<file path="src/hdl/ppmd_pkg.sv">
package ppmd_pkg;

  localparam int CH_W     = 3;
  localparam int MAX_CH   = 8;
  localparam int VAL_W    = 12;
  localparam int TIME_W   = 16;
  localparam int ORDER_W  = 24;
  localparam int CNT_W    = 4;
  localparam int HIST_D   = 4;
  localparam int SLOT_W   = 2;
  localparam int SUM_W    = VAL_W + SLOT_W;
  localparam int ROW_W    = VAL_W * (HIST_D + 1);
  localparam int IDX_W    = 8;

  localparam logic [CNT_W-1:0]   COUNT_SAT = 4'd8;
  localparam logic [VAL_W-1:0]   RAW_RESET = 12'd1502;
  localparam logic [VAL_W-1:0]   VAL_MAX   = 12'd4095;

  localparam logic [TIME_W-1:0]  SYNC_GAP_RESET  = 16'd3000;
  localparam logic [TIME_W-1:0]  PULSE_MIN_RESET = 16'd900;
  localparam logic [TIME_W-1:0]  PULSE_MAX_RESET = 16'd2200;
  localparam logic [ORDER_W-1:0] ORDER_RESET     = 24'd16434824;

  localparam logic [IDX_W-1:0] REG_SYNC_GAP  = 8'd0;
  localparam logic [IDX_W-1:0] REG_PULSE_MIN = 8'd1;
  localparam logic [IDX_W-1:0] REG_PULSE_MAX = 8'd2;
  localparam logic [IDX_W-1:0] REG_CH_ORDER  = 8'd3;

  localparam logic KIND_EDGE = 1'b0;
  localparam logic KIND_TICK = 1'b1;

  typedef struct packed {
    logic [TIME_W-1:0]  sync_gap;
    logic [TIME_W-1:0]  pulse_min;
    logic [TIME_W-1:0]  pulse_max;
    logic [ORDER_W-1:0] channel_order;
  } ppmd_cfg_t;

endpackage

</file>
<file path="src/hdl/ppmd_item_if.sv">
interface ppmd_item_if;
  logic        valid;
  logic        ready;
  logic        kind;
  logic [15:0] edge_time;

  modport source (output valid, kind, edge_time, input ready);
  modport sink (input valid, kind, edge_time, output ready);
endinterface

</file>
<file path="src/hdl/ppmd_result_if.sv">
interface ppmd_result_if;
  logic        valid;
  logic        ready;
  logic [2:0]  channel;
  logic [11:0] filtered_value;
  logic        last;

  modport source (output valid, channel, filtered_value, last, input ready);
  modport sink (input valid, channel, filtered_value, last, output ready);
endinterface

</file>
<file path="src/hdl/ppmd_cfg_if.sv">
interface ppmd_cfg_if;
  logic        valid;
  logic        ready;
  logic [7:0]  index;
  logic [23:0] data;

  modport source (output valid, index, data, input ready);
  modport sink (input valid, index, data, output ready);
endinterface

</file>
<file path="src/hdl/ppm_sum_decoder_with_rc_filter.sv">
// ppm sum decoder with four-sample mean and deadband filter
//
// item channel: kind 0 is a signal edge with a microsecond timestamp, kind 1
// is a filter tick. an edge word is absorbed and gives no result. a tick
// word produces NUM_CHANNELS result words, channel 0 first, last set on
// the final one.
// result channel: registered output. first result of a tick passes the
// issue state, the ram read stage and the output register; then one result
// per cycle while the receiver takes them. a tick holds item ready low
// until its last channel has left the read stage. the per-channel history
// and filtered value live in one row of the channel-state ram, read by the
// read stage, written back as it moves on: one read, one write per channel.
// a stalled receiver holds the output word; the read pipe stops and the
// ram read data is held until the output frees up.
// cfg channel: always ready; write only while no tick is in progress.
// index 0 sync_gap, 1 pulse_min, 2 pulse_max, 3 channel_order.
// reset (synchronous) restores the register defaults, sets every raw width
// to 1502 and marks all ram rows empty, so history and filtered values read
// as zero; no clearing pass is needed.
module ppm_sum_decoder_with_rc_filter #(
  parameter int NUM_CHANNELS = 8
) (
  input  logic          clk,
  input  logic          rst,
  ppmd_item_if.sink     item,
  ppmd_result_if.source result,
  ppmd_cfg_if.sink      cfg
);
  import ppmd_pkg::*;

  ppmd_cfg_t        cfg_regs;
  logic             busy;
  logic             item_fire;
  logic [CH_W-1:0]  raw_sel;
  logic [VAL_W-1:0] raw_width;

  assign cfg.ready  = 1'b1;
  assign item.ready = !busy;
  assign item_fire  = item.valid && item.ready;

  always_ff @(posedge clk) begin
    if (rst) begin
      cfg_regs.sync_gap      <= SYNC_GAP_RESET;
      cfg_regs.pulse_min     <= PULSE_MIN_RESET;
      cfg_regs.pulse_max     <= PULSE_MAX_RESET;
      cfg_regs.channel_order <= ORDER_RESET;
    end else if (cfg.valid && cfg.ready) begin
      case (cfg.index)
        REG_SYNC_GAP:  cfg_regs.sync_gap      <= cfg.data[TIME_W-1:0];
        REG_PULSE_MIN: cfg_regs.pulse_min     <= cfg.data[TIME_W-1:0];
        REG_PULSE_MAX: cfg_regs.pulse_max     <= cfg.data[TIME_W-1:0];
        REG_CH_ORDER:  cfg_regs.channel_order <= cfg.data[ORDER_W-1:0];
        default: ;
      endcase
    end
  end

  ppmd_edge #(.NUM_CHANNELS(NUM_CHANNELS)) u_edge (
    .clk       (clk),
    .rst       (rst),
    .edge_fire (item_fire && item.kind == KIND_EDGE),
    .edge_time (item.edge_time),
    .cfg       (cfg_regs),
    .raw_sel   (raw_sel),
    .raw_width (raw_width)
  );

  ppmd_filter #(.NUM_CHANNELS(NUM_CHANNELS)) u_filter (
    .clk           (clk),
    .rst           (rst),
    .tick_start    (item_fire && item.kind == KIND_TICK),
    .channel_order (cfg_regs.channel_order),
    .raw_sel       (raw_sel),
    .raw_width     (raw_width),
    .busy          (busy),
    .result        (result)
  );

  a_last_channel: assert property (@(posedge clk) disable iff (rst)
    result.valid && result.last |-> result.channel == CH_W'(NUM_CHANNELS - 1))
    else $error("last flag on wrong channel");

  a_tick_busy: assert property (@(posedge clk) disable iff (rst)
    item.valid && item.ready && item.kind == KIND_TICK |=> !item.ready)
    else $error("item taken during tick");

  a_tick_clean: assert property (@(posedge clk) disable iff (rst)
    item.valid && item.ready && item.kind == KIND_TICK |->
      !result.valid || result.last)
    else $error("tick started with results of the previous tick pending");

endmodule

</file>
<file path="src/hdl/ppmd_ram.sv">
module ppmd_ram #(
  parameter int WIDTH = 60,
  parameter int DEPTH = 8
) (
  input  logic                     clk,
  input  logic                     we,
  input  logic [$clog2(DEPTH)-1:0] waddr,
  input  logic [WIDTH-1:0]         wdata,
  input  logic                     re,
  input  logic [$clog2(DEPTH)-1:0] raddr,
  output logic [WIDTH-1:0]         rdata
);

  logic [WIDTH-1:0] mem [DEPTH];

  always_ff @(posedge clk) begin
    if (we) begin
      mem[waddr] <= wdata;
    end
    if (re) begin
      rdata <= mem[raddr];
    end
  end

endmodule

</file>
<file path="src/hdl/ppmd_edge.sv">
module ppmd_edge #(
  parameter int NUM_CHANNELS = 8
) (
  input  logic                      clk,
  input  logic                      rst,
  input  logic                      edge_fire,
  input  logic [15:0]               edge_time,
  input  ppmd_pkg::ppmd_cfg_t       cfg,
  input  logic [ppmd_pkg::CH_W-1:0] raw_sel,
  output logic [11:0]               raw_width
);
  import ppmd_pkg::*;

  logic [TIME_W-1:0] prev_time;
  logic [CNT_W-1:0]  counter;
  logic [VAL_W-1:0]  raw [MAX_CH];
  logic [TIME_W-1:0] gap;
  logic [VAL_W-1:0]  gap_sat;
  logic              is_sync;
  logic              store;

  assign gap     = edge_time - prev_time;
  assign gap_sat = (gap[TIME_W-1:VAL_W] != '0) ? VAL_MAX : gap[VAL_W-1:0];
  assign is_sync = gap > cfg.sync_gap;
  assign store   = !is_sync && gap > cfg.pulse_min && gap < cfg.pulse_max &&
                   counter < CNT_W'(NUM_CHANNELS);
  assign raw_width = raw[raw_sel];

  always_ff @(posedge clk) begin
    if (rst) begin
      prev_time <= '0;
      counter   <= '0;
      for (int i = 0; i < MAX_CH; i++) begin
        raw[i] <= RAW_RESET;
      end
    end else if (edge_fire) begin
      prev_time <= edge_time;
      if (is_sync) begin
        counter <= '0;
      end else if (counter < COUNT_SAT) begin
        counter <= counter + 1'b1;
      end
      if (store) begin
        raw[counter[CH_W-1:0]] <= gap_sat;
      end
    end
  end

endmodule

</file>
<file path="src/hdl/ppmd_filter.sv">
module ppmd_filter #(
  parameter int NUM_CHANNELS = 8
) (
  input  logic                         clk,
  input  logic                         rst,
  input  logic                         tick_start,
  input  logic [ppmd_pkg::ORDER_W-1:0] channel_order,
  output logic [ppmd_pkg::CH_W-1:0]    raw_sel,
  input  logic [11:0]                  raw_width,
  output logic                         busy,
  ppmd_result_if.source                result
);
  import ppmd_pkg::*;

  localparam logic [CH_W-1:0] LAST_CH = CH_W'(NUM_CHANNELS - 1);

  logic              issuing;
  logic [CH_W-1:0]   issue_ch;
  logic [SLOT_W-1:0] slot;
  logic              s1_valid;
  logic [CH_W-1:0]   s1_ch;
  logic [VAL_W-1:0]  s1_raw;
  logic              s1_row_ok;
  logic [MAX_CH-1:0] row_valid;
  logic              s1_go;
  logic              issue_fire;
  logic [ROW_W-1:0]  rd_row;
  logic [ROW_W-1:0]  row;
  logic [ROW_W-1:0]  row_next;
  logic [VAL_W-1:0]  hist [HIST_D];
  logic [SUM_W-1:0]  sum;
  logic [VAL_W-1:0]  mean;
  logic [VAL_W-1:0]  cur;
  logic [VAL_W-1:0]  filt_next;

  assign busy       = issuing || s1_valid;
  assign s1_go      = s1_valid && (!result.valid || result.ready);
  // read only when the stage behind can take the row next cycle
  assign issue_fire = issuing && (!s1_valid || s1_go);
  assign raw_sel    = channel_order[3 * issue_ch +: CH_W];

  ppmd_ram #(.WIDTH(ROW_W), .DEPTH(MAX_CH)) u_rows (
    .clk   (clk),
    .we    (s1_go),
    .waddr (s1_ch),
    .wdata (row_next),
    .re    (issue_fire),
    .raddr (issue_ch),
    .rdata (rd_row)
  );

  // rows never written read as zero
  assign row = s1_row_ok ? rd_row : '0;

  always_comb begin
    for (int a = 0; a < HIST_D; a++) begin
      hist[a] = row[a*VAL_W +: VAL_W];
    end
    hist[slot] = s1_raw;
    sum = '0;
    for (int a = 0; a < HIST_D; a++) begin
      sum = sum + SUM_W'(hist[a]);
    end
    mean = VAL_W'((sum + SUM_W'(2)) >> SLOT_W);
    cur  = row[HIST_D*VAL_W +: VAL_W];
    if ({1'b0, mean} + 13'd3 < {1'b0, cur}) begin
      filt_next = mean + VAL_W'(2);
    end else if ({1'b0, mean} > {1'b0, cur} + 13'd3) begin
      filt_next = mean - VAL_W'(2);
    end else begin
      filt_next = cur;
    end
    for (int a = 0; a < HIST_D; a++) begin
      row_next[a*VAL_W +: VAL_W] = hist[a];
    end
    row_next[HIST_D*VAL_W +: VAL_W] = filt_next;
  end

  always_ff @(posedge clk) begin
    if (rst) begin
      issuing      <= 1'b0;
      issue_ch     <= '0;
      slot         <= '0;
      s1_valid     <= 1'b0;
      row_valid    <= '0;
      result.valid <= 1'b0;
    end else begin
      if (tick_start) begin
        issuing  <= 1'b1;
        issue_ch <= '0;
        slot     <= slot + 1'b1;
      end else if (issue_fire) begin
        if (issue_ch == LAST_CH) begin
          issuing <= 1'b0;
        end else begin
          issue_ch <= issue_ch + 1'b1;
        end
      end
      if (issue_fire) begin
        s1_valid <= 1'b1;
      end else if (s1_go) begin
        s1_valid <= 1'b0;
      end
      if (s1_go) begin
        row_valid[s1_ch] <= 1'b1;
        result.valid     <= 1'b1;
      end else if (result.ready) begin
        result.valid <= 1'b0;
      end
    end
  end

  always_ff @(posedge clk) begin
    if (issue_fire) begin
      s1_ch     <= issue_ch;
      s1_raw    <= raw_width;
      s1_row_ok <= row_valid[issue_ch];
    end
    if (s1_go) begin
      result.channel        <= s1_ch;
      result.filtered_value <= filt_next;
      result.last           <= (s1_ch == LAST_CH);
    end
  end

endmodule
</file>
<file path="src/flat_wrapper.sv">
// flat-port wrapper written by rule: the top's interface ports become plain ports
module ppm_sum_decoder_with_rc_filter_flat import ppmd_pkg::*;
#(
  parameter int NUM_CHANNELS = 8
)
  (clk, rst, item_valid, item_kind, item_edge_time, item_ready, result_valid, result_channel, result_filtered_value, result_last, result_ready, cfg_valid, cfg_index, cfg_data, cfg_ready);
  ppmd_item_if item_i ();
  ppmd_result_if result_i ();
  ppmd_cfg_if cfg_i ();
  input  logic clk;
  input  logic rst;
  input wire logic [$bits(item_i.valid)-1:0] item_valid;
  input wire logic [$bits(item_i.kind)-1:0] item_kind;
  input wire logic [$bits(item_i.edge_time)-1:0] item_edge_time;
  output wire logic [$bits(item_i.ready)-1:0] item_ready;
  output wire logic [$bits(result_i.valid)-1:0] result_valid;
  output wire logic [$bits(result_i.channel)-1:0] result_channel;
  output wire logic [$bits(result_i.filtered_value)-1:0] result_filtered_value;
  output wire logic [$bits(result_i.last)-1:0] result_last;
  input wire logic [$bits(result_i.ready)-1:0] result_ready;
  input wire logic [$bits(cfg_i.valid)-1:0] cfg_valid;
  input wire logic [$bits(cfg_i.index)-1:0] cfg_index;
  input wire logic [$bits(cfg_i.data)-1:0] cfg_data;
  output wire logic [$bits(cfg_i.ready)-1:0] cfg_ready;
  assign item_i.valid = item_valid;
  assign item_i.kind = item_kind;
  assign item_i.edge_time = item_edge_time;
  assign item_ready = item_i.ready;
  assign result_valid = result_i.valid;
  assign result_channel = result_i.channel;
  assign result_filtered_value = result_i.filtered_value;
  assign result_last = result_i.last;
  assign result_i.ready = result_ready;
  assign cfg_i.valid = cfg_valid;
  assign cfg_i.index = cfg_index;
  assign cfg_i.data = cfg_data;
  assign cfg_ready = cfg_i.ready;
  ppm_sum_decoder_with_rc_filter #(.NUM_CHANNELS(NUM_CHANNELS)) u_core (.clk(clk), .rst(rst), .item(item_i), .result(result_i), .cfg(cfg_i));
endmodule
</file>
<file path="config.mk">
export PLATFORM = sky130hd
export DESIGN_NAME = ppm_sum_decoder_with_rc_filter_flat
export DESIGN_NICKNAME = d
export VERILOG_FILES = /design/src/hdl/ppmd_pkg.sv /design/src/hdl/ppmd_item_if.sv /design/src/hdl/ppmd_result_if.sv /design/src/hdl/ppmd_cfg_if.sv /design/src/hdl/ppm_sum_decoder_with_rc_filter.sv /design/src/hdl/ppmd_ram.sv /design/src/hdl/ppmd_edge.sv /design/src/hdl/ppmd_filter.sv /design/src/flat_wrapper.sv
export SDC_FILE = /design/constraint.sdc
export NUM_CORES = 1
export LEC_CHECK = 0
export BUFFER_PORTS_ARGS = -buffer_cell sky130_fd_sc_hd__buf_2
export CORE_UTILIZATION = 55
export DETAILED_ROUTE_END_ITERATION = 8
export PLACE_DENSITY = 0.7
export SLEW_MARGIN = 25
export SYNTH_ARGS = -nofsm -noshare
export SYNTH_HDL_FRONTEND = slang
export SYNTH_HIERARCHICAL = 1
export SYNTH_SLANG_ARGS = --single-unit
</file>
<file path="constraint.sdc">
create_clock -name clk -period 10.9 [get_ports clk]
set_input_delay 3.27 -clock clk [delete_from_list [all_inputs] [get_ports clk]]
set_output_delay 3.27 -clock clk [all_outputs]
set_load 0.02 [all_outputs]
</file>
**Yosys cells after proc, flatten, opt, wreduce, memory -nomap -nowiden**

Memory sizes are Yosys's and may differ from the RTL's. A register that Yosys moved wholly into a read port is not among the register bits.
Index checks and enable logic that the tools add are counted.

- Memory bits (writable): 576
- Word-level logic and storage cells: 117
- Output and inout port bits: 19
- Bits in registers: 128
- Memories: 2

- Equal/unequal tests: 5
- Shift-type cells: 1
- Mux-type cells: 31
- Bitwise logic cells: 4
- Order comparisons: 11
- Reductions and logical operators: 33
- Multiply operators: 1
- Add/subtract/negate cells: 12

Memory list:

| memory | depth | width | rd ports | clocked after Yosys merged registers in | write ports | RTL line | RTL |
|---|---|---|---|---|---|---|---|
| u_core.u_filter.u_rows.mem | 8 | 60 | 1 | 1 | 1 | ppmd_ram.sv:14 | `logic [WIDTH-1:0] mem [DEPTH];` |
| u_core.u_edge.raw | 8 | 12 | 1 | 1 | 8 | ppmd_edge.sv:16 | `logic [VAL_W-1:0] raw [MAX_CH];` |

Operators by type and width:

| operator | count |
|---|---|
| 2-to-1 mux 12 bit | 5 |
| 2-to-1 mux 60 bit | 1 |
| bitwise mux 48 bit | 1 |
| greater-than comparator 16 bit | 2 |
| adder 12 x 2 -> 13 bit (second input constant) | 2 |
| demux 12 bit (select 2 bit) | 1 |
| indexed part select 24 x 6 -> 3 bit | 1 |
| 2-to-1 mux 1 bit | 18 |
| equality test 8 x 2 -> 1 bit (second input constant) | 2 |
| < comparator 16 bit | 1 |
| subtractor 16 bit | 1 |
| adder 13 x 12 -> 14 bit | 1 |
| adder 14 x 12 -> 14 bit | 1 |
| adder 14 x 2 -> 14 bit (second input constant) | 1 |
| AND reduction 2 bit | 7 |
| adder 12 x 12 -> 13 bit | 1 |
| greater-than comparator 12 x 13 -> 1 bit | 1 |
| < comparator 13 x 12 -> 1 bit | 1 |
| adder 12 x 2 -> 12 bit (second input constant) | 1 |
| OR reduction 12 bit | 1 |
| subtractor 12 x 2 -> 12 bit (second input constant) | 1 |
| logical AND 1 bit | 10 |
| nonzero test 2 bit | 5 |
| equality test 8 x 1 -> 1 bit (second input constant) | 1 |
| other kinds (22) | 31 |

**Logic depth before layout (Yosys ltp)**

- Word-level depth: 13
- Mapped depth: 30
- Gate-level depth less buffers: 27

**Modules after synthesis**

Netlist, hierarchy kept.

By module, submodules not included:

| module | times used | area an instance (µm²) | cells each |
|---|---|---|---|
| ppmd_ram | 1 | 20007.9 | 766 |
| ppmd_edge | 1 | 7163.1 | 640 |
| ppmd_filter | 1 | 5365.1 | 601 |
| ppm_sum_decoder_with_rc_filter | 1 | 2969.1 | 280 |

**Least setup slack after synthesis**

No wires, ideal clock.

- Path kind: input port to flip-flop
- From: in result_ready
- To: mem u_core.u_filter.u_rows.mem[4][0] (enable)
- Path slack: 2177 ps
- Stages: 4
- Arrival: 8171 ps
- Cell sequence: nand2b_1 > and2_1 > nand2_1 > nor3_1

- Longest elaborated chain between the ends: 4

RTL lines:

| what | RTL line | RTL |
|---|---|---|
| start, declared | flat_wrapper.sv:20 | `input wire logic [$bits(result_i.ready)-1:0] result_ready;` |
| logical OR 1 bit | ppmd_filter.sv:37 | `assign s1_go = s1_valid && (!result.valid \|\| result.ready);` |
| logical AND 1 bit | ppmd_filter.sv:37 |  |
| via u_core.u_filter.s1_go | ppmd_filter.sv:25 | `logic s1_go;` |
| 2-to-1 mux 1 bit | ppmd_ram.sv:17 | `if (we) begin` |
| 2-to-1 mux 1 bit (not written as such) | ppmd_ram.sv:18 | `mem[waddr] <= wdata;` |
| end, declared | ppmd_ram.sv:14 |  |

The timed path passes the listed nets, and every way through them passes these cells.

==> flow_summary.yaml <==
sta:
  rsz0062_at_grt: "false"
  hold_viol: 0
  hold_ws_ns: 0.468
  tightest_slew_ns: 1.09
  final_max_slew_viol_count: 0
  post-route-period-util: 0.809
  period_needed_ns: 8.82
  max_freq_mhz: 113
  setup_viol_count_final: 0
  tns_ns: 0
  skew_ns: 0.0323
  max_slew_margin: 0.269
power_and_ir_drop:
  cellPowerDensity_nw_per_um2: 212
  leakage_nw: 13.4
  ir_worst_vdd_uv: 173
setup_path:
  cp_data_required_time_ns: 11.19
  critical_path.max_fanout: 14
  arrival_ns: 9.11
  critPathKind: "reg -> reg"
  startpoint_type: "flop"
  endpoint_kind: "flop"
logic_synthesis:
  syn_area_um2: 35500
  synthMuxAreaShare: 0.150
  ys_seq_area_frac: 0.626
  syn_nets: 2476
  netlist-cell-type-count: 87
  synth_fa_ha_area_frac: 0.0526
  synth_top_cell_area_share: 0.565
  ys_warn_count: 6
  synth_edf_count: 668
  synth_top_family_by_area: "multiplexers"
  synth-compound-area-share: 0.0561
  async_reset_ff_frac: 0
  synth_top_flop_cell: "edfxtp_1"
  synthSimpleGateAreaFrac: 0.0691
  ys_ff_latch: 776
  synth_top_cell_by_area: "edfxtp_1"
  yosys.area_share.xor_xnor: 0.0109
  synth_area_leaders: "edfxtp_1, mux4_2, dfxtp_1"
  avgSynthCellArea_um2: 15.5
  syn_inst: 2287
finish:
  multi_input_comb_area_um2: 12100
  seq_area_um2: 22200
  diodes: 0
  fillers: 4645
  area_growth_pct: 10.4
  nNetsFinal: 2560
  fin_cells: 3279
  drive_above_1_share: 0.197
drt:
  via_per_inst: 6.08
  wl_met1_um: 31600
  drc: 0
  met2WireLength_um: 39400
  dr.pass1.iters: 5
  wl_met3_um: 4680
  drt_wl_total_um: 78400
  vias: 19900
  topRoutingLayerUsed: "met4"
  drt_iter0_drc: 1569
  post_drt_wl_per_cell_um: 23.9
  ant_nets: 0
grt:
  grt_pass1_wl_um: 120000
  overflow: 0
  grt_pass1_vias: 20500
  grt_start_max_net_pins: 115
  antenna_found_initial: 0
  grt_use_total: 0.242
place:
  hpwlAfterDp_um: 48900
  finalWeightedCongestion: 0.923
  dpl.cell_count: 3135
  io_buffers: 71
clock_network:
  cts_setup_buffers: 0
  clkTransAtPathRegs_ns: 0.06
  ctsHoldBuffers: 0
  cts.sinks: 776
  cts_tree: "done"
  cts_made_buffers: 80
  cts-root-buf: "clkbuf_16"
  insertion_delay_ns: 0.64
  cts_max_path_buffers: 3
  cts_repair_resize_count: 0
  htreeDepth: 3
floorplanning:
  fp.dieH_um: 256
  dieArea_um2: 65600
  io-pin-count: 73
  coreArea_um2: 63400
  die_w_um: 256
  rows: 92
  initial_core_util: 0.560
status:
  outcome: "complete, no violations"
run:
  cap_violations: 0
hold_path:
  hp-class: "reg -> reg"
==> final timing paths <==
check	from	endpoint	slack, ns	depth (start not counted)
max reg2reg	u_core/u_filter/slot[0]	u_core/u_filter/u_rows/mem[4][55]	2.08	27
min	u_core/u_filter/row_valid[7]	u_core/u_filter/row_valid[7]	0.47	2
max	u_core/u_filter/slot[0]	u_core/u_filter/u_rows/mem[4][55]	2.08	27
min reg2reg	u_core/u_filter/row_valid[7]	u_core/u_filter/row_valid[7]	0.47	2
==> per-stage QoR <==
| step | util | worst slack, ns | power [mW] | instance area (µm²) |
|---|---|---|---|---|
| after global routing | 0.618 | 1.49 | 8.70 | 39200 |
| after detailed placement | 0.577 | 2.25 | 5.68 | 36600 |
| final | 0.618 | 2.08 | 8.33 | 39200 |
| after CTS | 0.618 | 2.18 | 8.37 | 39200 |
| after global placement | 0.577 | 2.43 | 5.65 | 36600 |
| after floorplan | - | 2.18 | 5.10 | 35500 |
==> registers in the layout (all words and copies together), names as in the netlist <==
| name | cells |
|---|---|
| u_core/u_filter/result.valid | 1 |
| u_core/u_filter/result.filtered_value | 12 |
| u_core/cfg_regs | 72 |
| u_core/u_filter/slot | 2 |
| u_core/u_filter/row_valid | 8 |
| u_core/u_edge/prev_time | 16 |
| u_core/u_filter/result.last | 1 |
| u_core/u_edge/raw | 96 |
| u_core/u_filter/u_rows/rdata | 60 |
| u_core/u_filter/s1_raw | 12 |
| u_core/u_filter/issue_ch | 3 |
| u_core/u_filter/s1_ch | 3 |
| u_core/u_filter/s1_valid | 1 |
| u_core/u_filter/s1_row_ok | 1 |
| u_core/u_edge/counter | 4 |
| u_core/u_filter/issuing | 1 |
| u_core/u_filter/u_rows/mem | 480 |
| u_core/u_filter/result.channel | 3 |
==> worst max-delay path, cell delays in order (launching register included) <==
cell	delay (ns)
dfxtp_1	0.40
inv_1	0.09
ha_1	0.40
nor2b_1	0.79
a22o_1	0.43
inv_1	0.09
fa_1	0.38
fa_1	0.49
inv_1	0.04
ha_1	0.28
nand2b_1	0.22
a221oi_1	0.17
xnor2_1	0.78
inv_1	0.18
ha_1	0.36
a21oi_1	0.28
nor2_1	0.11
nand2_1	0.09
xnor2_1	0.14
ha_1	0.25
o21a_1	0.18
o2111ai_1	0.20
a31o_2	0.14
a21oi_1	0.07
or2_2	0.35
o21ai_1	0.65
a21oi_1	0.09
a311oi_1	0.82
==> routing by layer <==
layer,track usage,up-vias
met2,0.413,662
met1,0.311,10100
met4,0.0903,0
met3,0.0408,139
li1,-,8970
met5,0,-
==> synthesized netlist by cell type, types with 24 or more instances <==
cell	count
a21boi_0	33
xnor2_1	28
mux2i_1	94
o21ai_0	35
mux2_2	78
mux4_2	132
clkbuf_1	57
nand2_1	66
dfxtp_1	108
edfxtp_1	668
a21oi_1	58
nor2_1	123
a22o_1	30
inv_1	148
nand3_1	78
ha_1	111
nand2b_1	76
fa_1	24
==> where the power goes <==
part / internal, mW / total (mW) / leakage [nW] / switching (mW)
clock network: 1.56 / 2.68 / 1.27 / 1.12
logic: 0.684 / 2.04 / 5.31 / 1.35
registers: 3.58 / 3.61 / 6.83 / 0.0324
total: 5.82 / 8.33 / 13.4 / 2.51
==> final cells by class <==
cell class,count,share of cell area
timing repair buffer,113,0.0172
tap,846,0.0270
clock inverter,41,0.0103
multi-input combinational,1249,0.309
inverter,151,0.0145
clock buffer,103,0.0554
sequential,776,0.567
==> layout by cell type (no fill, tap or decap), types with 7 or more instances in the layout <==
cell type,n
a211oi_1,14
a21boi_0,33
a21o_1,12
a21oi_1,58
a22o_1,30
a22oi_1,14
and3_1,10
buf_2,70
buf_4,43
clkbuf_1,17
clkbuf_16,82
clkinv_1,16
clkinv_2,14
dfxtp_1,105
edfxtp_1,668
fa_1,24
ha_1,111
inv_1,148
mux2_2,77
mux2i_1,94
mux4_1,20
mux4_2,132
nand2_1,66
nand2b_1,76
nand3_1,78
nand3b_1,9
nand4_1,15
nor2_1,117
nor2b_1,17
nor3_1,18
nor4_1,7
o211ai_1,14
o21a_1,11
o21ai_0,33
or2_2,12
xnor2_1,28
xor2_1,16
==> logic make-up after synthesis <==
family,count (synthesis)
adders and majority gates,135
other,1
and+or+nand+nor,466
DFF,776
muxes,324
buffers and inverters,262
AOI/OAI and AO/OA,279
xor gates and xnor gates,44
No activity file was read; power rests on OpenSTA's default activity.
